## src/hw/rtl/sialu_pkg.sv

```systemverilog
package sialu_pkg;

  typedef enum logic [3:0] {
    OP_ADD = 4'd0,
    OP_SUB = 4'd1,
    OP_MUL = 4'd2,
    OP_DIV = 4'd3,
    OP_MOD = 4'd4,
    OP_LT  = 4'd5,
    OP_LE  = 4'd6,
    OP_GT  = 4'd7,
    OP_GE  = 4'd8,
    OP_EQ  = 4'd9,
    OP_NE  = 4'd10
  } op_t;

  typedef enum logic [2:0] {
    ST_OK      = 3'd0,
    ST_HIGH    = 3'd1,
    ST_LOW     = 3'd2,
    ST_DIVZERO = 3'd3,
    ST_INVALID = 3'd4
  } status_t;

  typedef enum logic [1:0] {
    CLS_DONE = 2'd0,
    CLS_MUL  = 2'd1,
    CLS_DIV  = 2'd2,
    CLS_MOD  = 2'd3
  } cls_t;

  typedef struct packed {
    cls_t    cls;
    logic    is_bool;
    status_t status;
    logic    neg_q;
    logic    neg_r;
  } ctl_t;

endpackage

```

## src/hw/rtl/sialu_div_step.sv

```systemverilog
module sialu_div_step #(
  parameter int DW  = 32,
  parameter int OPW = 32
) (
  input  logic            clk,
  input  logic            rst_n,
  input  logic            in_valid,
  input  sialu_pkg::ctl_t in_ctl,
  input  logic [DW-1:0]   in_res,
  input  logic [OPW-1:0]  in_a,
  input  logic [OPW-1:0]  in_rem,
  input  logic [OPW-1:0]  in_d,
  input  logic            dn_en,
  output logic            en_o,
  output logic            out_valid,
  output sialu_pkg::ctl_t out_ctl,
  output logic [DW-1:0]   out_res,
  output logic [OPW-1:0]  out_a,
  output logic [OPW-1:0]  out_rem,
  output logic [OPW-1:0]  out_d
);
  import sialu_pkg::*;

  logic           v_r;
  logic [OPW-1:0] rem_sh;
  logic [OPW:0]   trial;
  logic           fits;

  // one restoring step: shift in next dividend bit, subtract divisor if it fits
  assign rem_sh = {in_rem[OPW-2:0], in_a[OPW-1]};
  assign trial  = {1'b0, rem_sh} - {1'b0, in_d};
  assign fits   = !trial[OPW] || in_rem[OPW-1];
  assign en_o   = !v_r || dn_en;

  always_ff @(posedge clk) begin
    if (!rst_n) begin
      v_r <= 1'b0;
    end else if (en_o) begin
      v_r <= in_valid;
    end
    if (en_o) begin
      out_ctl <= in_ctl;
      out_res <= in_res;
      out_d   <= in_d;
      out_a   <= {in_a[OPW-2:0], fits};
      out_rem <= fits ? trial[OPW-1:0] : rem_sh;
    end
  end

  assign out_valid = v_r;

endmodule

```

## config.mk

```make
export PLATFORM = sky130hd
export DESIGN_NAME = sialu_div_step
export DESIGN_NICKNAME = d
export VERILOG_FILES = /design/src/hw/rtl/sialu_pkg.sv /design/src/hw/rtl/sialu_div_step.sv
export SDC_FILE = /design/constraint.sdc
export NUM_CORES = 1
export LEC_CHECK = 0
export BUFFER_PORTS_ARGS = -buffer_cell sky130_fd_sc_hd__buf_2
export CORE_UTILIZATION = 44
export CTS_CLUSTER_DIAMETER = 100
export CTS_CLUSTER_SIZE = 20
export DETAILED_ROUTE_END_ITERATION = 10
export PLACE_DENSITY = 0.84
export SKIP_CTS_REPAIR_TIMING = 1
export SLEW_MARGIN = 20
export SYNTH_ARGS = -nofsm -noshare
export SYNTH_HDL_FRONTEND = slang
export SYNTH_SLANG_ARGS = --single-unit
```

## constraint.sdc

```tcl
create_clock -name clk -period 5.8 [get_ports clk]
set_input_delay 0.29 -clock clk [delete_from_list [all_inputs] [get_ports clk]]
set_output_delay 0.29 -clock clk [all_outputs]
set_load 0.01 [all_outputs]
```

==> flow_summary.ini <==
[synthesis]
syn_area_sq_um = 6578
synthTopCellsByArea = edfxtp_1, ha_1, mux2_2, inv_1, a21o_1
yosysWarnings = 0
synth_cell_type_count = 56
synth_xor_xnor_area_share_pct = 3.196
yosysSeqAreaShare_pct = 62.39
yosys.area.top_type = edfxtp_1
synth_edf_count = 136
synth_flop_cell = edfxtp_1
synthTopCellsByCount = edfxtp_1, inv_1, ha_1
async_reset_ff_share_pct = 0
yosysMostFrequentCell = edfxtp_1
avgSynthCellArea_sq_um = 13.40
synth.top_cell.area_share_pct = 62.09
synth.net_count = 664
synthAdderAreaFrac_pct = 6.391
synth_compound_area_share_pct = 11.87
synth-seq-cells = 137
synthMuxAreaShare_pct = 5.269
synthSimpleGateAreaFrac_pct = 6.981
syn_inst = 491
synth_top_family_by_area = compound AO/OA/AOI/OAI gates

[drt]
wl_per_cell_microns = 17.57
drt.antenna.violating_nets = 0
dr.pass1.iters = 7
drc = 0
num_vias = 5035
routed_wl_mm = 17.06
vias_per_cell = 5.185
drt_iter0_markers = 256

[clock_network]
clkLatencyLatePin_ns = 0.43
tritoncts = done
clk_pin_slew_worst_paths_ns = 0.06
htree_levels = 4
clockBufferDepth = 2
cts-root-buf = clkbuf_16
clkSinkCount = 137
cts_made_buffers = 17

[outcome]
outcome = completed

[sta]
post-route-min-period_ns = 3.544
max_slew.worst_pin.slew_ns = 1.022
finClkSkew_ns = 0.01125
fin_setup_tns_ns = 0
fin_crit_sh_pct = 61.11
slew_violations = 0
setup_viol = 0
fmax_mhz = 282.2
slew-limit-headroom_pct = 31.83
finalHoldViolations = 0
fin_ws_ns = 2.256
rsz0062_at_grt = no

[pwr]
netSwitchingFraction_pct = 27.52
power_density_nw_per_um2 = 319.2
p_sw_uw = 764.5
clockPowerShare_pct = 36.7
leakage_uw = 0.003997
comb_power_share_pct = 19.0
ir_drop_v = 0.0001888
seqPwrFrac_pct = 44.3
p_int_uw = 2014

[floorplanning]
rows = 44
design.core.area_sq_um = 14530
dieHeight_microns = 124.3
start_util_pct = 45.26
dieArea_sq_um = 15440
ios = 278
die_w_microns = 124.3

[finish]
fin_cells = 971
syn_to_final_growth_pct = 32.34
stdcell_area_sq_um = 8705
final_nets = 946
drive_gt1_share_pct = 43.38
nFillCells = 1196
post-route-util_pct = 59.89

[global_routing]
grt_usage_pct = 22.22
grt_pass1_vias = 4908
grt_pass1_wl_mm = 25.95
globalRouteMet2Util_pct = 40.75
grt_busiest_layer = met2
grt_overflow = 0
grt_util_met3_pct = 6.400
grt_max_degree = 72
antenna_found_initial = 2
grtUsageMet1_pct = 24.25

[critical_path]
path_max_fanout = 27
cp-end-kind = register
cpPeakStageDelay_ns = 0.84
crit_chain = buf_2, inv_1, ha_1, fa_1, nor2b_4, o311a_1, o21ai_1, or4b_1, nand2_1, a221oi_2, a31oi_4, buf_4, mux2_2
cp.required_ns = 5.97
path_class = input port to register
start_kind = input port
crit_arrival_ns = 3.71
crit_path_top_delay_cell = a31oi_4

[placement]
gp_congestion = 0.8717
dp.cells = 938
placed_cell_area_sq_um = 8133
io_buffer_count = 277
pre_cts_ws_ns = 1.857
dpl.hpwl_mm = 13.09

[min_path]
hp-class = input port to register

[flow_run]
max-cap-violations = 0
==> power by group through the flow <==
stage	logic, uW	clock network, uW	registers, uW
2_1_floorplan	254	0	1320
3_3_place_gp	518	0	1250
3_5_place_dp	526	0	1250
4_1_cts	531	1040	1230
5_1_grt	574	1080	1240
6_report	529	1020	1230
==> per-layer routing <==
metal / up-vias / share of wire (%)
met1: 2408 / 37
met2: 198 / 53
li1: 2402 / -
met3: 25 / 7.3
met5: - / 0.047
met4: 2 / 1.8
==> path summary, 6_finish.rpt <==
path         slack (ns)      start          end  depth (start not counted)
max                2.26   in_a[31]  out_rem[31]                         13
min                0.03   in_a[23]    out_a[24]                          1
max reg2reg        4.07  out_valid  out_rem[17]                          2
min reg2reg        0.73  out_valid     out_a[9]                          1
==> per-stage QoR <==
stage               power, uW  hold WS, ns
floorplan                1570       0.3889
global placement         1765       0.4666
detailed placement       1777       0.4687
CTS                      2799      0.02540
global route             2894      0.01966
finish                   2778      0.03412
==> cells in the final DEF (no fill, tap or decap), types with 3 or more instances in the layout <==
master / n
inv_6: 5
and3_1: 5
inv_1: 44
nor3_1: 6
nand2_1: 22
a211oi_1: 4
a21o_1: 19
nand3_1: 5
clkbuf_16: 17
buf_4: 3
nand4_1: 7
mux2_2: 21
edfxtp_1: 136
ha_1: 32
a21boi_0: 3
nand2b_1: 7
o22ai_1: 3
mux2_1: 8
o21bai_1: 4
a21oi_1: 28
xor2_1: 8
clkinvlp_4: 4
buf_2: 277
o21ai_0: 17
o21a_1: 9
xnor2_1: 16
a31oi_1: 4
nor2_1: 26
==> cell families after synthesis <==
group           count (synthesis)
fa+ha+maj                      33
compound gates                113
buf+inv                        61
xor+xnor                       24
flops                         137
mux                            31
simple gates                   92
==> registers in the layout, summed over array words and instances (netlist names) <==
signal     cells
out_a         32
out_ctl        8
out_res       32
out_valid      1
out_rem       32
out_d         32
==> critical path: cells and delay by family <==
| kind | cells | cell delay [ns] |
|---|---|---|
| compound gates | 4 | 1.44 |
| simple gates | 3 | 0.65 |
| fa+ha+maj | 2 | 0.48 |
| buf+inv | 3 | 0.49 |
| mux | 1 | 0.35 |
==> layout make-up <==
cell class	count	area [sq um]	share of cell area, %
Clock inverter	14	130.1	1.495
Clock buffer	18	439.2	5.045
Multi-Input combinational cell	293	2225	25.56
Sequential cell	137	4104	47.15
Antenna cell	1	2.502	0.02875
Timing Repair Buffer	280	1409	16.19
Tap cell	184	230.2	2.645
Inverter	44	165.2	1.897
Power figures use the tool's default switching activity.
