## src/hw/rtl/sialu_pkg.sv

```systemverilog
package sialu_pkg;

  typedef enum logic [3:0] {
    OP_ADD = 4'd0,
    OP_SUB = 4'd1,
    OP_MUL = 4'd2,
    OP_DIV = 4'd3,
    OP_MOD = 4'd4,
    OP_LT  = 4'd5,
    OP_LE  = 4'd6,
    OP_GT  = 4'd7,
    OP_GE  = 4'd8,
    OP_EQ  = 4'd9,
    OP_NE  = 4'd10
  } op_t;

  typedef enum logic [2:0] {
    ST_OK      = 3'd0,
    ST_HIGH    = 3'd1,
    ST_LOW     = 3'd2,
    ST_DIVZERO = 3'd3,
    ST_INVALID = 3'd4
  } status_t;

  typedef enum logic [1:0] {
    CLS_DONE = 2'd0,
    CLS_MUL  = 2'd1,
    CLS_DIV  = 2'd2,
    CLS_MOD  = 2'd3
  } cls_t;

  typedef struct packed {
    cls_t    cls;
    logic    is_bool;
    status_t status;
    logic    neg_q;
    logic    neg_r;
  } ctl_t;

endpackage

```

## src/hw/rtl/sialu_front.sv

```systemverilog
module sialu_front #(
  parameter int DW  = 32,
  parameter int OPW = 32
) (
  input  logic               clk,
  input  logic               rst_n,
  input  logic               in_valid,
  input  logic [3:0]         in_op,
  input  logic               in_kind,
  input  logic [31:0]        in_left,
  input  logic [31:0]        in_right,
  input  logic               dn_en,
  output logic               en_o,
  output logic               out_valid,
  output sialu_pkg::ctl_t    out_ctl,
  output logic [DW-1:0]      out_res,
  output logic [OPW-1:0]     out_a,
  output logic [OPW-1:0]     out_rem,
  output logic [OPW-1:0]     out_d
);
  import sialu_pkg::*;

  localparam int XW = 2 * OPW + 2;
  localparam logic signed [XW-1:0] VMAX = XW'({1'b0, {(DW-1){1'b1}}});
  localparam logic signed [XW-1:0] VMIN = ~VMAX;

  function automatic logic [DW-1:0] sat_val(input logic signed [XW-1:0] x);
    logic [DW-1:0] y;
    if (x > VMAX) y = VMAX[DW-1:0];
    else if (x < VMIN) y = VMIN[DW-1:0];
    else y = x[DW-1:0];
    return y;
  endfunction

  function automatic status_t sat_st(input logic signed [XW-1:0] x);
    status_t s;
    if (x > VMAX) s = ST_HIGH;
    else if (x < VMIN) s = ST_LOW;
    else s = ST_OK;
    return s;
  endfunction

  // stage 1: operand capture
  logic                  v1_r;
  logic [3:0]            op1_r;
  logic                  kind1_r;
  logic signed [OPW-1:0] l1_r;
  logic signed [OPW-1:0] r1_r;

  // stage 2: execute
  logic           v2_r;
  ctl_t           ctl2_r, ctl2_nxt;
  logic [DW-1:0]  res2_r, res2_nxt;
  logic [OPW-1:0] a2_r, a2_nxt;
  logic [OPW-1:0] rem2_r, rem2_nxt;
  logic [OPW-1:0] d2_r, d2_nxt;

  // stage 3: multiply saturation
  logic           v3_r;
  ctl_t           ctl3_r, ctl3_nxt;
  logic [DW-1:0]  res3_r, res3_nxt;

  logic en1, en2, en3;

  logic signed [XW-1:0]    lx, rx, sum, dif, px;
  logic signed [2*OPW-1:0] prod;
  logic [OPW-1:0]          lmag, rmag;
  logic                    ba, bb;

  assign en3  = !v3_r || dn_en;
  assign en2  = !v2_r || en3;
  assign en1  = !v1_r || en2;
  assign en_o = en1;

  always_ff @(posedge clk) begin
    if (!rst_n) begin
      v1_r <= 1'b0;
    end else if (en1) begin
      v1_r <= in_valid;
    end
    if (en1) begin
      op1_r   <= in_op;
      kind1_r <= in_kind;
      l1_r    <= in_left[OPW-1:0];
      r1_r    <= in_right[OPW-1:0];
    end
  end

  assign lx   = XW'(l1_r);
  assign rx   = XW'(r1_r);
  assign sum  = lx + rx;
  assign dif  = lx - rx;
  assign prod = l1_r * r1_r;
  assign lmag = l1_r[OPW-1] ? OPW'(-l1_r) : OPW'(l1_r);
  assign rmag = r1_r[OPW-1] ? OPW'(-r1_r) : OPW'(r1_r);
  assign ba   = l1_r[0];
  assign bb   = r1_r[0];

  always_comb begin
    ctl2_nxt.cls     = CLS_DONE;
    ctl2_nxt.is_bool = 1'b0;
    ctl2_nxt.status  = ST_OK;
    ctl2_nxt.neg_q   = l1_r[OPW-1] ^ r1_r[OPW-1];
    ctl2_nxt.neg_r   = l1_r[OPW-1];
    res2_nxt         = '0;
    a2_nxt           = lmag;
    rem2_nxt         = '0;
    d2_nxt           = rmag;
    if (kind1_r) begin
      unique case (op_t'(op1_r))
        OP_ADD: begin
          res2_nxt         = DW'(ba | bb);
          ctl2_nxt.is_bool = 1'b1;
        end
        OP_MUL: begin
          res2_nxt         = DW'(ba & bb);
          ctl2_nxt.is_bool = 1'b1;
        end
        OP_EQ: begin
          res2_nxt         = DW'(ba == bb);
          ctl2_nxt.is_bool = 1'b1;
        end
        OP_NE: begin
          res2_nxt         = DW'(ba != bb);
          ctl2_nxt.is_bool = 1'b1;
        end
        default: ctl2_nxt.status = ST_INVALID;
      endcase
    end else begin
      unique case (op_t'(op1_r))
        OP_ADD: begin
          res2_nxt        = sat_val(sum);
          ctl2_nxt.status = sat_st(sum);
        end
        OP_SUB: begin
          res2_nxt        = sat_val(dif);
          ctl2_nxt.status = sat_st(dif);
        end
        OP_MUL: begin
          ctl2_nxt.cls       = CLS_MUL;
          {rem2_nxt, a2_nxt} = prod;
        end
        OP_DIV, OP_MOD: begin
          if (r1_r == '0) begin
            res2_nxt        = VMAX[DW-1:0];
            ctl2_nxt.status = ST_DIVZERO;
          end else begin
            ctl2_nxt.cls = (op_t'(op1_r) == OP_DIV) ? CLS_DIV : CLS_MOD;
          end
        end
        OP_LT: begin
          res2_nxt         = DW'(l1_r < r1_r);
          ctl2_nxt.is_bool = 1'b1;
        end
        OP_LE: begin
          res2_nxt         = DW'(l1_r <= r1_r);
          ctl2_nxt.is_bool = 1'b1;
        end
        OP_GT: begin
          res2_nxt         = DW'(l1_r > r1_r);
          ctl2_nxt.is_bool = 1'b1;
        end
        OP_GE: begin
          res2_nxt         = DW'(l1_r >= r1_r);
          ctl2_nxt.is_bool = 1'b1;
        end
        OP_EQ: begin
          res2_nxt         = DW'(l1_r == r1_r);
          ctl2_nxt.is_bool = 1'b1;
        end
        OP_NE: begin
          res2_nxt         = DW'(l1_r != r1_r);
          ctl2_nxt.is_bool = 1'b1;
        end
        default: ctl2_nxt.status = ST_INVALID;
      endcase
    end
  end

  always_ff @(posedge clk) begin
    if (!rst_n) begin
      v2_r <= 1'b0;
    end else if (en2) begin
      v2_r <= v1_r;
    end
    if (en2) begin
      ctl2_r <= ctl2_nxt;
      res2_r <= res2_nxt;
      a2_r   <= a2_nxt;
      rem2_r <= rem2_nxt;
      d2_r   <= d2_nxt;
    end
  end

  assign px = XW'(signed'({rem2_r, a2_r}));

  always_comb begin
    ctl3_nxt = ctl2_r;
    res3_nxt = res2_r;
    if (ctl2_r.cls == CLS_MUL) begin
      ctl3_nxt.cls    = CLS_DONE;
      ctl3_nxt.status = sat_st(px);
      res3_nxt        = sat_val(px);
    end
  end

  always_ff @(posedge clk) begin
    if (!rst_n) begin
      v3_r <= 1'b0;
    end else if (en3) begin
      v3_r <= v2_r;
    end
    if (en3) begin
      ctl3_r  <= ctl3_nxt;
      res3_r  <= res3_nxt;
      out_a   <= a2_r;
      out_rem <= '0;
      out_d   <= d2_r;
    end
  end

  assign out_valid = v3_r;
  assign out_ctl   = ctl3_r;
  assign out_res   = res3_r;

endmodule

```

## config.mk

```make
export PLATFORM = sky130hd
export DESIGN_NAME = sialu_front
export DESIGN_NICKNAME = d
export VERILOG_FILES = /design/src/hw/rtl/sialu_pkg.sv /design/src/hw/rtl/sialu_front.sv
export SDC_FILE = /design/constraint.sdc
export NUM_CORES = 2
export LEC_CHECK = 0
export ABC_AREA = 1
export ABC_CLOCK_PERIOD_IN_PS = 25800
export BUFFER_PORTS_ARGS = -buffer_cell sky130_fd_sc_hd__buf_2
export CAP_MARGIN = 0
export CORE_MARGIN = 3
export CORE_UTILIZATION = 40
export CTS_CLUSTER_DIAMETER = 200
export DETAILED_ROUTE_END_ITERATION = 10
export PLACE_DENSITY = 0.58
export SLEW_MARGIN = 20
export SYNTH_ARGS = -nofsm -noshare
export SYNTH_HDL_FRONTEND = slang
export SYNTH_SLANG_ARGS = --single-unit
```

## constraint.sdc

```tcl
create_clock -name clk -period 25.8 [get_ports clk]
set_clock_uncertainty 0.2 [all_clocks]
set_input_delay 5.16 -clock clk [delete_from_list [all_inputs] [get_ports clk]]
set_output_delay 5.16 -clock clk [all_outputs]
set_load 0.02 [all_outputs]
```

==> metrics.cfg <==
[global_route]
gr-total-overflow = 0
grt.total_usage_pct = 26.5
grt_max_degree = 80
grt_pass1_vias = 45400
grt_first_pass_wirelength_mm = 282
grt_antenna_before_repair = 5

[critical_path]
crit_path_end_kind = primary output
ff2ff_path_depth = 26
critical_path_class = in2out
cp.required_ns = 20.44
start_kind = primary input
crit_fanout = 33
arrival_ns = 6.73

[final_layout]
fin_nets = 8079
area_delta_synth_final_pct = 6.70
drive_gt1_share_pct = 5.72
finalInstanceArea_mm2 = 0.0590
final_cell_mix = inv_1 (1872), nand2_1 (1436), fa_1 (1084), nor2_1 (424), edfxtp_1 (309)
final_cells = 8478
fillers = 13600
layout_commonest_cell = inv_1

[sta]
period_share_pct = 46.9
finalSetupViolCount = 0
tightest_slew_ns = 0.971
fin_crit_ns = 12.09
max_freq_mhz = 82.7
tns_ns = 0
rsz0062_at_grt = no
maxSlewViolCount = 0
hold_viol = 0
slew_headroom_pct = 35.3
worst_hold_slack_ns = 0.200

[clocking]
cts_hold_buf = 0
cts_buffers = 35
clk_latency_ns = 0.58
clockBufferDepth = 3
cts_setup_buffers = 0
htree_levels = 2
cts_sinks = 312
cts_root_buf = clkbuf_16
cts-resized-gates = 0
tritoncts = yes
clkTransAtPathRegs_ns = 0.07

[logic_synthesis]
ys_seq_elements = 312
ys.flop_type = edfxtp_1
yosysSeqAreaShare_pct = 16.9
synthCells = 6671
synth_edf_count = 309
ys_types = 54
synthArstFlopShare_pct = 0
avgSynthCellArea_um2 = 8.29
yosys_warnings = 0
netlist_area_mm2 = 0.0553

[run]
drv_cap = 0

[die]
ios = 211
core-area_mm2 = 0.136
die-area_mm2 = 0.143
rows = 135
start_util_pct = 40.6
fp.dieW_um = 378
die_y_um = 378

[hold_path]
min_path_cells = 0
holdCritPathClass = reg2reg

[placed_design]
dpl.hpwl_mm = 145
routabilityCongestion = 0.955
portBuffers = 178
placed_area_mm2 = 0.0578
placedCellCount = 8413

[drt]
vias = 42700
drc = 0
ant_nets = 0
first_iter_violations = 3443
via_per_inst = 5.04
avgRoutedWirePerCell_um = 21.8
routed_wl_mm = 185
first_pass_iters = 6

[status]
status = completed

## routing by layer
| layer | up-vias | global-route usage, % | wire length [um] |
|---|---|---|---|
| li1 | 19300 | - | - |
| met1 | 21500 | 34.5 | 74700 |
| met2 | 1611 | 45.2 | 89400 |
| met3 | 319 | 2.79 | 12100 |
| met4 | 2 | 10.5 | 8470 |
| met5 | - | 0 | 13 |
## final timing paths
path	to	slack, ns	start
worst max-delay path	en_o	13.71	dn_en
worst min-delay path	out_d[17]$_DFFE_PP_	0.20	d2_r[17]$_DFFE_PP_
worst max register to register	rem2_r[30]$_SDFFCE_PP0P_	16.61	l1_r[31]$_DFFE_PP_
worst min register to register	out_d[17]$_DFFE_PP_	0.20	d2_r[17]$_DFFE_PP_
## registers in the layout, indices dropped and copies added, names as in the netlist
| name | count |
|---|---|
| out_a | 32 |
| ctl2_r | 8 |
| v1_r | 1 |
| rem2_r | 32 |
| out_res | 32 |
| out_d | 32 |
| res2_r | 32 |
| out_ctl | 8 |
| a2_r | 32 |
| l1_r | 32 |
| d2_r | 32 |
| op1_r | 4 |
| r1_r | 32 |
| v2_r | 1 |
| out_valid | 1 |
| kind1_r | 1 |
## cell families after synthesis
| group | after synthesis | synth area share [%] |
|---|---|---|
| buffers and inverters | 2223 | 15.5 |
| AND/OR/NAND/NOR | 2126 | 15.4 |
| adder cells (fa/ha/maj) | 1337 | 45.0 |
| AO/OA/AOI/OAI | 556 | 5.46 |
| flip-flops | 312 | 16.9 |
| XOR/XNOR | 116 | 1.84 |
| other | 1 | 0.00678 |
## worst max-delay path: stages
cell     delay [ns]
buf_2          0.10
inv_1          0.08
nand2_4        0.26
nor2_1         0.49
nand2_4        0.35
buf_2          0.28
## Yosys cell counts (3+ instances only)
| master | n | area [um2] |
|---|---|---|
| ha_1 | 253 | 3170 |
| a21oi_2 | 4 | 35.0 |
| nor2_1 | 425 | 1600 |
| nand3b_1 | 3 | 22.5 |
| buf_6 | 7 | 78.8 |
| clkbuf_1 | 265 | 995 |
| a21o_1 | 12 | 90.1 |
| fa_1 | 1084 | 21700 |
| inv_1 | 1873 | 7030 |
| o21bai_1 | 20 | 150 |
| xnor2_1 | 21 | 184 |
| o21a_1 | 10 | 75.1 |
| buf_2 | 11 | 55.1 |
| inv_2 | 11 | 41.3 |
| nand2_2 | 14 | 87.6 |
| o21ai_0 | 170 | 851 |
| nor3_4 | 3 | 48.8 |
| nand4_1 | 38 | 238 |
| a21oi_1 | 271 | 1360 |
| o21ai_1 | 22 | 110 |
| o22ai_1 | 3 | 18.8 |
| a21boi_0 | 11 | 82.6 |
| dfxtp_1 | 3 | 60.1 |
| nor2_2 | 11 | 68.8 |
| nor4_1 | 22 | 138 |
| buf_4 | 39 | 293 |
| and3_1 | 7 | 43.8 |
| or2_2 | 3 | 18.8 |
| clkbuf_2 | 3 | 15.0 |
| nand3_1 | 113 | 566 |
| edfxtp_1 | 309 | 9280 |
| a31oi_1 | 14 | 87.6 |
| buf_1 | 12 | 45.0 |
| xor2_1 | 95 | 832 |
| nand2_1 | 1438 | 5400 |
| nor3_1 | 37 | 185 |
| o211ai_1 | 8 | 60.1 |
## through the flow
| step | utilization (%) | setup WS (ns) |
|---|---|---|
| floorplan | - | 11.04 |
| global placement | 42.4 | 13.73 |
| detailed placement | 42.4 | 13.67 |
| CTS | 43.3 | 13.66 |
| global route | 43.3 | 13.54 |
| finish | 43.3 | 13.71 |
## cell type report
cell class | instances | area (um2) | area share [%]
timing repair buffer | 267 | 1560 | 2.64
clock inverter | 25 | 357 | 0.604
antenna | 2 | 5.00 | 0.00848
clock buffer | 38 | 887 | 1.50
multi-input combinational | 4167 | 37600 | 63.6
tap | 1781 | 2230 | 3.78
inverter | 1886 | 7080 | 12.0
sequential | 312 | 9340 | 15.8
Power is not shown: default switching activity piles up to over one toggle a cycle in this logic, so the estimate is an artifact.
