--- config.mk ---
export PLATFORM = sky130hd
export DESIGN_NAME = sialu_back
export DESIGN_NICKNAME = d
export VERILOG_FILES = /design/src/hw/rtl/sialu_pkg.sv /design/src/hw/rtl/sialu_back.sv
export SDC_FILE = /design/constraint.sdc
export NUM_CORES = 1
export LEC_CHECK = 0
export BUFFER_PORTS_ARGS = -buffer_cell sky130_fd_sc_hd__buf_2
export CAP_MARGIN = 10
export CORE_ASPECT_RATIO = 0.9
export CORE_MARGIN = 2
export CORE_UTILIZATION = 25
export CTS_CLUSTER_DIAMETER = 60
export CTS_CLUSTER_SIZE = 20
export DETAILED_ROUTE_END_ITERATION = 8
export GPL_TIMING_DRIVEN = 0
export PLACE_DENSITY = 0.61
export SKIP_LAST_GASP = 1
export SLEW_MARGIN = 15
export SYNTH_ARGS = -nofsm -noshare
export SYNTH_HDL_FRONTEND = slang
export SYNTH_SLANG_ARGS = --single-unit
--- constraint.sdc ---
create_clock -name clk -period 2.7 [get_ports clk]
set_clock_uncertainty 0.2 [all_clocks]
set_input_delay 0 -clock clk [delete_from_list [all_inputs] [get_ports clk]]
set_output_delay 0 -clock clk [all_outputs]
set_load 0.02 [all_outputs]
--- src/hw/rtl/sialu_pkg.sv ---
package sialu_pkg;

  typedef enum logic [3:0] {
    OP_ADD = 4'd0,
    OP_SUB = 4'd1,
    OP_MUL = 4'd2,
    OP_DIV = 4'd3,
    OP_MOD = 4'd4,
    OP_LT  = 4'd5,
    OP_LE  = 4'd6,
    OP_GT  = 4'd7,
    OP_GE  = 4'd8,
    OP_EQ  = 4'd9,
    OP_NE  = 4'd10
  } op_t;

  typedef enum logic [2:0] {
    ST_OK      = 3'd0,
    ST_HIGH    = 3'd1,
    ST_LOW     = 3'd2,
    ST_DIVZERO = 3'd3,
    ST_INVALID = 3'd4
  } status_t;

  typedef enum logic [1:0] {
    CLS_DONE = 2'd0,
    CLS_MUL  = 2'd1,
    CLS_DIV  = 2'd2,
    CLS_MOD  = 2'd3
  } cls_t;

  typedef struct packed {
    cls_t    cls;
    logic    is_bool;
    status_t status;
    logic    neg_q;
    logic    neg_r;
  } ctl_t;

endpackage

--- src/hw/rtl/sialu_back.sv ---
module sialu_back #(
  parameter int DW  = 32,
  parameter int OPW = 32
) (
  input  logic            clk,
  input  logic            rst_n,
  input  logic            in_valid,
  input  sialu_pkg::ctl_t in_ctl,
  input  logic [DW-1:0]   in_res,
  input  logic [OPW-1:0]  in_a,
  input  logic [OPW-1:0]  in_rem,
  input  logic            out_stall,
  output logic            en_o,
  output logic            out_valid,
  output logic [31:0]     out_value,
  output logic            out_is_boolean,
  output logic [2:0]      out_status
);
  import sialu_pkg::*;

  localparam int XW = 2 * OPW + 2;
  localparam logic signed [XW-1:0] VMAX = XW'({1'b0, {(DW-1){1'b1}}});

  logic                 v_r;
  logic [DW-1:0]        res_r, res_nxt;
  status_t              st_r, st_nxt;
  logic                 isb_r;
  logic signed [XW-1:0] qx, rx;

  assign qx   = in_ctl.neg_q ? -XW'(signed'({1'b0, in_a})) : XW'(signed'({1'b0, in_a}));
  assign rx   = in_ctl.neg_r ? -XW'(signed'({1'b0, in_rem})) : XW'(signed'({1'b0, in_rem}));
  assign en_o = !v_r || !out_stall;

  // only the positive side can overflow: minimum divided by minus one
  always_comb begin
    res_nxt = in_res;
    st_nxt  = in_ctl.status;
    unique case (in_ctl.cls)
      CLS_DIV: begin
        if (qx > VMAX) begin
          res_nxt = VMAX[DW-1:0];
          st_nxt  = ST_HIGH;
        end else begin
          res_nxt = qx[DW-1:0];
        end
      end
      CLS_MOD: res_nxt = rx[DW-1:0];
      default: ;
    endcase
  end

  always_ff @(posedge clk) begin
    if (!rst_n) begin
      v_r <= 1'b0;
    end else if (en_o) begin
      v_r <= in_valid;
    end
    if (en_o) begin
      res_r <= res_nxt;
      st_r  <= st_nxt;
      isb_r <= in_ctl.is_bool;
    end
  end

  assign out_valid      = v_r;
  assign out_value      = 32'(signed'(res_r));
  assign out_is_boolean = isb_r;
  assign out_status     = st_r;

endmodule

==> flow_summary_export.csv, run 1 <==
group,metric,value,unit
yosys,yosysUniqueCellTypes,60,
worst_setup_path,worst-setup-path-type,"primary input to flop",
yosys,synthFlopType,"edfxtp_1",
worst_setup_path,crit_slowest_cell,"or3b_4",
yosys,yosysSeqAreaShare,0.3336,
yosys,syn_inst,370,
timing,layout_setup_ws,-62.86,ps
clock_network,cts_buffer_depth,2,
worst_setup_path,endpoint_kind,"flop",
drt,ant_nets,0,
worst_setup_path,cp.buffers_inverters,3,
final_layout,multi_input_area,2218,sq um
floorplanning,ioPinCount,146,
flow_run,drv_cap,0,
worst_setup_path,crit_family,"simple AND/OR/NAND/NOR gates",
final_layout,diodes,0,
floorplanning,die_h,113.0,microns
power_and_ir_drop,ir_drop,0.2431,mV
yosys,netlist_area,3301,sq um
power_and_ir_drop,p_leak,2.072,nW
yosys,synth_fp_nets,481,
floorplanning,start_util,0.2582,
place,placed_cells,676,
final_layout,nets,692,
worst_setup_path,start_kind,"primary input",
final_layout,finalNonFillerCells,746,
yosys,async_flop_share,0,
yosys,synth_area_leaders,"edfxtp_1, xnor2_1, xor2_1, nand2_1, o31ai_1",
yosys,synth_most_common_cell,"nand2_1",
global_route,grt_pass1_wl,20930,microns
timing,fin_crit,2763,ps
global_route,grt_max_degree,38,
floorplanning,coreArea,12780,sq um
timing,finalHoldViolCount,0,
final_layout,fill_cells,1286,
global_route,grt_pass1_vias,3899,
timing,slew_violations,0,
yosys,synth.top_cell.area_share,0.3275,
clock_network,numCtsBuffers,5,
worst_setup_path,worstPathCellList,"buf_8 -> nor4_4 -> nand4_1 -> buf_6 -> nor3_4 -> nand2_1 -> nor3_2 -> ha_2 -> nand4_1 -> nor4_2 -> nor4b_2 -> nor3_2 -> buf_4 -> or3b_4",
final_layout,area_growth,56.41,%
place,dp_hpwl,10770,microns
timing,slew_headroom,0.4287,
drt,drt_iter0_drc,299,
worst_setup_path,slowest_delay,390,ps
worst_setup_path,worstPathMaxFanout,6,
timing,fin_crit_sh,1.023,
floorplanning,dieArea,14140,sq um
clock_network,clkSinkCount,37,
drt,routed_wl,13670,microns
drt,vias,3900,
min_path,hold_class,"primary input to flop",
worst_setup_path,critPathRequiredTime,2520,ps
drt,drt-vias-per-instance,5.228,
clock_network,clk_latency,280,ps
worst_setup_path,arrival,2580,ps
yosys,synth_area_leader_cell,"edfxtp_1",
final_layout,drive_gt1_frac,0.3557,
yosys,yosys_warnings,0,
timing,worst_slew_pin_slew,853.9,ps
yosys,synth.avg_cell_area,8.921,sq um
clock_network,cts.clk_slew.worst_paths,50,ps
run_status,outcome,"complete, but fails checks",
yosys,synth_top_cells_by_count,"nand2_1, edfxtp_1, xnor2_1, xor2_1, nor3_1",
drt,drcViolationCount,0,
timing,fmax,361.9,MHz
floorplanning,dieWidth,125.1,microns
clock_network,cts_root_buf,"clkbuf_16",
final_layout,post-route-util,0.4038,
clock_network,ctsHtreeMaxLevel,2,
clock_network,cts_tree,"yes",
power_and_ir_drop,powerDensity,388.4,nW/um^2
drt,wl_per_cell,18.32,microns
timing,whs,10.76,ps
run_status,violations,"setup timing",
yosys,ys_ff_latch,37,
place,place.port_buffers,142,
timing,finalSetupViolCount,7,
place,gp_congestion,0.8749,
yosys,synth_edf_count,36,
drt,firstDrtPassIters,7,
floorplanning,rows,39,
global_route,antenna_found_initial,0,
global_route,overflow,0,
final_layout,seqCellArea,1101,sq um
global_route,grt_usage,0.1893,
timing,rsz0062_at_grt,"true",
-- cells by family (layout without fill, tap and decap cells) --
family	count (synthesis)	after routing	synth area share
mux	2	2	0.006444
fa+ha+maj	3	3	0.01137
buf+inv	34	246	0.04018
compound gates	97	97	0.2263
simple gates	141	141	0.2335
xor+xnor	56	56	0.1486
flops	37	37	0.3336
-- registers in the layout, indices dropped and copies added (netlist names) --
signal / count
out_is_boolean: 1
out_valid: 1
out_value: 32
out_status: 3
-- worst paths after layout --
| kind | to | slack (ps) | depth (start not counted) | from |
|---|---|---|---|---|
| worst max-delay path | out_value[10]$_DFFE_PP_ | -60 | 14 | in_a[0] |
| worst min-delay path | out_value[11]$_DFFE_PP_ | 10 | 5 | in_rem[11] |
| worst max register to register | out_value[23]$_DFFE_PP_ | 1160 | 1 | out_valid$_SDFFE_PN0P_ |
| worst min register to register | out_valid$_SDFFE_PN0P_ | 900 | 3 | out_valid$_SDFFE_PN0P_ |
-- layout by cell type (no fill, tap or decap), types with 4 or more instances in the layout --
cell type,count
a21oi_1,4
a222oi_1,9
a22oi_1,5
buf_2,140
buf_4,13
buf_6,4
clkbuf_1,20
clkbuf_16,6
dlygate4sd3_1,48
edfxtp_1,36
inv_1,10
nand2_1,37
nand2_2,6
nand2_4,6
nand2b_1,4
nand3_1,10
nand4_1,6
nor2_1,14
nor2b_1,5
nor3_1,14
nor3_2,6
nor4_1,8
nor4_4,4
o211ai_1,12
o21ai_0,16
o31ai_1,15
o41ai_1,7
xnor2_1,34
xor2_1,22
-- timing repair --
action	4_1_cts	5_1_grt
pin swaps	2	6
cloned	0	1
setup endpoints to repair	34	35
setup buffers	10	4
gates resized for setup	9	37
hold buffers	48	0
endpoints found under the hold margin	35	0
-- power by group --
group | switching, mW | internal [mW] | total (mW)
clock | 0.207 | 0.368 | 0.575
sequential | 0.0179 | 0.712 | 0.730
combinational | 0.403 | 0.298 | 0.701
total | 0.628 | 1.38 | 2.01
-- metrics by stage --
stage	total power, mW	setup slack [ps]	setup TNS [ps]	cell area [sq um]
final	2.005	-62.86	-156.9	5162
after global routing	2.102	-183.4	-3273	5162
after CTS	1.985	0.8922	0	4957
after detailed placement	1.343	-933.3	-27170	4219
after global placement	1.332	-926.4	-26740	4217
after floorplan	1.073	109.8	0	3301
-- layout make-up --
class,count,share of cell area
buffer,21,0.01890
clock buffer,8,0.02836
inverter,12,0.008725
multi-input combinational,299,0.4297
sequential,37,0.2133
tap,164,0.03975
timing repair buffer,205,0.2613
-- per-layer routing --
layer	share of wire	GRT usage	up-vias
met3	0.086	0.03830	27
met2	0.46	0.3029	205
met5	0	0	-
met4	0.027	0.07037	0
met1	0.43	0.2541	1820
li1	-	-	1848
No activity file was read; power rests on OpenSTA's default activity.
==> run 2: changes to the inputs <==
- ABC_AREA: default -> 1
- CTS_BUF_LIST: default -> sky130_fd_sc_hd__clkbuf_16
- PLACE_DENSITY: 0.61 -> 0.59
- TNS_END_PERCENT: default -> 20
==> flow_summary_export.csv, run 2 <==
group,metric,value,unit
final_layout,largest_reg_flops,32,
worst_setup_path,slowest_delay,540,ps
final_layout,fill_cells,1810,
run_status,outcome,"completed",
place,gp_congestion,0.9096,
timing,fmax,410.3,MHz
clock_network,numCtsBuffers,5,
drt,vias,5107,
power_and_ir_drop,power_frac_clock,0.284,
final_layout,stdcell_area,5630,sq um
global_route,grt_usage,0.1872,
yosys,syn_inst,686,
worst_setup_path,cp_common_cell,"nand2_1",
floorplanning,ioPinCount,146,
drt,routed_wl,16770,microns
timing,finalSetupViolCount,0,
final_layout,nets,984,
yosys,synth_fa_ha_area_frac,0.009121,
yosys,synth_xor_area_frac,0.02980,
yosys,synth_most_common_cell,"nand2_1",
timing,worst_slew_pin_slew,703.8,ps
drt,drt_iter0_drc,344,
clock_network,clkSinkCount,37,
yosys,synth_top_cells_by_count,"nand2_1, nor2_1, nand3_1, inv_1, edfxtp_1",
timing,fin_crit,2437,ps
floorplanning,rows,44,
worst_setup_path,crit_slowest_cell,"dlygate4sd3_1",
yosys,muxShareOfSynthArea,0,
clock_network,clk_latency,280,ps
final_layout,multi_input_area,2615,sq um
yosys,ys_ff_latch,37,
drt,drt-vias-per-instance,4.720,
floorplanning,dieWidth,139.2,microns
final_layout,drive_gt1_frac,0.2380,
power_and_ir_drop,p_int,1.317,mW
place,place_area,5125,sq um
yosys,synth_top_family_by_area,"simple AND/OR/NAND/NOR gates",
yosys,yosys_warnings,0,
clock_network,cts_buffer_depth,2,
power_and_ir_drop,seqPwrFrac,0.361,
timing,fin_crit_sh,0.9027,
yosys,netlist_area,4115,sq um
clock_network,cts_root_buf,"clkbuf_16",
global_route,antenna_found_initial,1,
timing,setup_tns,0,ps
clock_network,postCtsSetupBuffers,0,
worst_setup_path,arrival,2270,ps
clock_network,cts.clk_slew.worst_paths,60,ps
yosys,synth.top_cell.area_share,0.2627,
power_and_ir_drop,p_leak,2.750,nW
yosys,synthFlopType,"edfxtp_1",
worst_setup_path,start_kind,"primary input",
yosys,yosys.area_share.simple,0.5026,
yosys,yosysSeqAreaShare,0.2676,
floorplanning,dieArea,17500,sq um
yosys,yosysUniqueCellTypes,40,
yosys,synth.avg_cell_area,5.999,sq um
place,place.port_buffers,144,
drt,ant_nets,0,
global_route,overflow,0,
yosys,synth_compound_area_frac,0.09213,
final_layout,final_common_cell,"nand2_1",
timing,slew_violations,0,
worst_setup_path,endpoint_kind,"flop",
clock_network,cts_tree,"yes",
power_and_ir_drop,switchingPower,712.6,uW
yosys,synth_fp_nets,797,
timing,finalHoldViolCount,0,
global_route,grt_pass1_wl,25620,microns
final_layout,area_growth,36.82,%
power_and_ir_drop,p_sw_frac,0.3511,
power_and_ir_drop,powerDensity,360.5,nW/um^2
yosys,synth_area_leader_cell,"edfxtp_1",
worst_setup_path,worst-setup-path-type,"primary input to flop",
final_layout,layout_common_cells,"nand2_1, buf_2, nor2_1",
worst_setup_path,worstPathCellList,"buf_2 -> inv_1 -> nand3_1 -> nor2_4 -> nand3_1 -> nor3_1 -> ha_1 -> o21ai_1 -> nor2_1 -> nand2_1 -> nand2_1 -> inv_1 -> nand2_1 -> dlygate4sd3_1",
worst_setup_path,critPathRequiredTime,2530,ps
min_path,hold_class,"primary input to flop",
yosys,async_flop_share,0,
flow_run,drv_cap,0,
floorplanning,start_util,0.2551,
global_route,grt_pass1_vias,4695,
yosys,synth_edf_count,36,
power_and_ir_drop,ir_drop,0.3920,mV
worst_setup_path,worstPathMaxFanout,6,
final_layout,seqCellArea,1101,sq um
floorplanning,die_h,125.7,microns
global_route,grt_max_degree,24,
floorplanning,coreArea,16130,sq um
power_and_ir_drop,combPwrFrac,0.355,
drt,firstDrtPassIters,5,
drt,drcViolationCount,0,
timing,rsz0062_at_grt,"false",
timing,slew_headroom,0.5308,
yosys,synth_area_leaders,"edfxtp_1, nand2_1, nor2_1, nand3_1, inv_1",
clock_network,ctsHtreeMaxLevel,2,
place,dp_hpwl,14060,microns
drt,wl_per_cell,15.50,microns
run 2: cell types whose count changed after synthesis, sizes merged, moves of 30 or more:
| cell | change |
|---|---|
| xnor2 | -30 |
| nand2 | +165 |
| nand3 | +75 |
| nor2 | +114 |
| a21oi | +30 |
| inv | +66 |
run 2: logic make-up after synthesis:
logic type               Yosys count
AND/OR/NAND/NOR                  462
AO/OA/AOI/OAI                     70
flip-flops                        37
XOR/XNOR                          14
adder cells (fa/ha/maj)            3
buffers and inverters            100
run 2: repair_timing:
item	CTS	global route
resized for setup	0	2
hold buffers	35	0
endpoints found under the setup margin	0	1
hold endpoints to repair	31	0
run 2: metrics by stage:
stage,hold slack [ps],total power [mW],std cells,setup slack (ps),utilization
floorplan,-101.1,1.123,686,568.6,-
global placement,-15.28,1.409,1037,115.9,0.3159
detailed placement,-9.038,1.416,1038,115.7,0.3177
CTS,0.7722,2.031,1081,128.1,0.3486
global route,9.467,2.139,1081,39.78,0.3489
finish,3.606,2.030,1082,262.7,0.3491
run 2: final cells by class:
type,instances,area share
diodes,1,0.0004444
plain buffers,21,0.01956
well taps,207,0.04600
flip-flops and latches,37,0.1956
clock buffers,5,0.02222
inverters,79,0.05267
clock inverters,3,0.004000
repair buffers,180,0.1951
multi-input cells,549,0.4644
run 2: worst max-delay path: cells and delay by family:
kind            cells  cell delay [ps]
compound gates      1              210
fa+ha+maj           1              260
buf+inv             4              770
simple gates        8             1020
run 2: worst paths after layout:
check / startpoint / end / slack, ps / depth (start not counted)
setup / recovery: in_a[2] / out_value[31]$_DFFE_PP_ / 260 / 14
hold / removal: in_res[8] / out_value[8]$_DFFE_PP_ / 4 / 5
setup reg to reg: out_valid$_SDFFE_PN0P_ / out_valid$_SDFFE_PN0P_ / 850 / 4
hold reg to reg: out_valid$_SDFFE_PN0P_ / out_value[2]$_DFFE_PP_ / 660 / 1
run 2: power by group through the flow:
stage / sequential (mW) / combinational [mW] / clock [mW]
after floorplan: 0.826 / 0.297 / 0
after global placement: 0.746 / 0.663 / 0
after detailed placement: 0.744 / 0.671 / 0
after CTS: 0.732 / 0.714 / 0.585
after global routing: 0.738 / 0.786 / 0.615
final: 0.732 / 0.721 / 0.577
run 2: metal layers:
layer,GRT usage,vias to the layer above,share of wire
li1,-,2600,-
met1,0.2673,2284,0.46
met2,0.3007,200,0.44
met3,0.02776,21,0.078
met5,0,-,0.00078
met4,0.03981,2,0.019
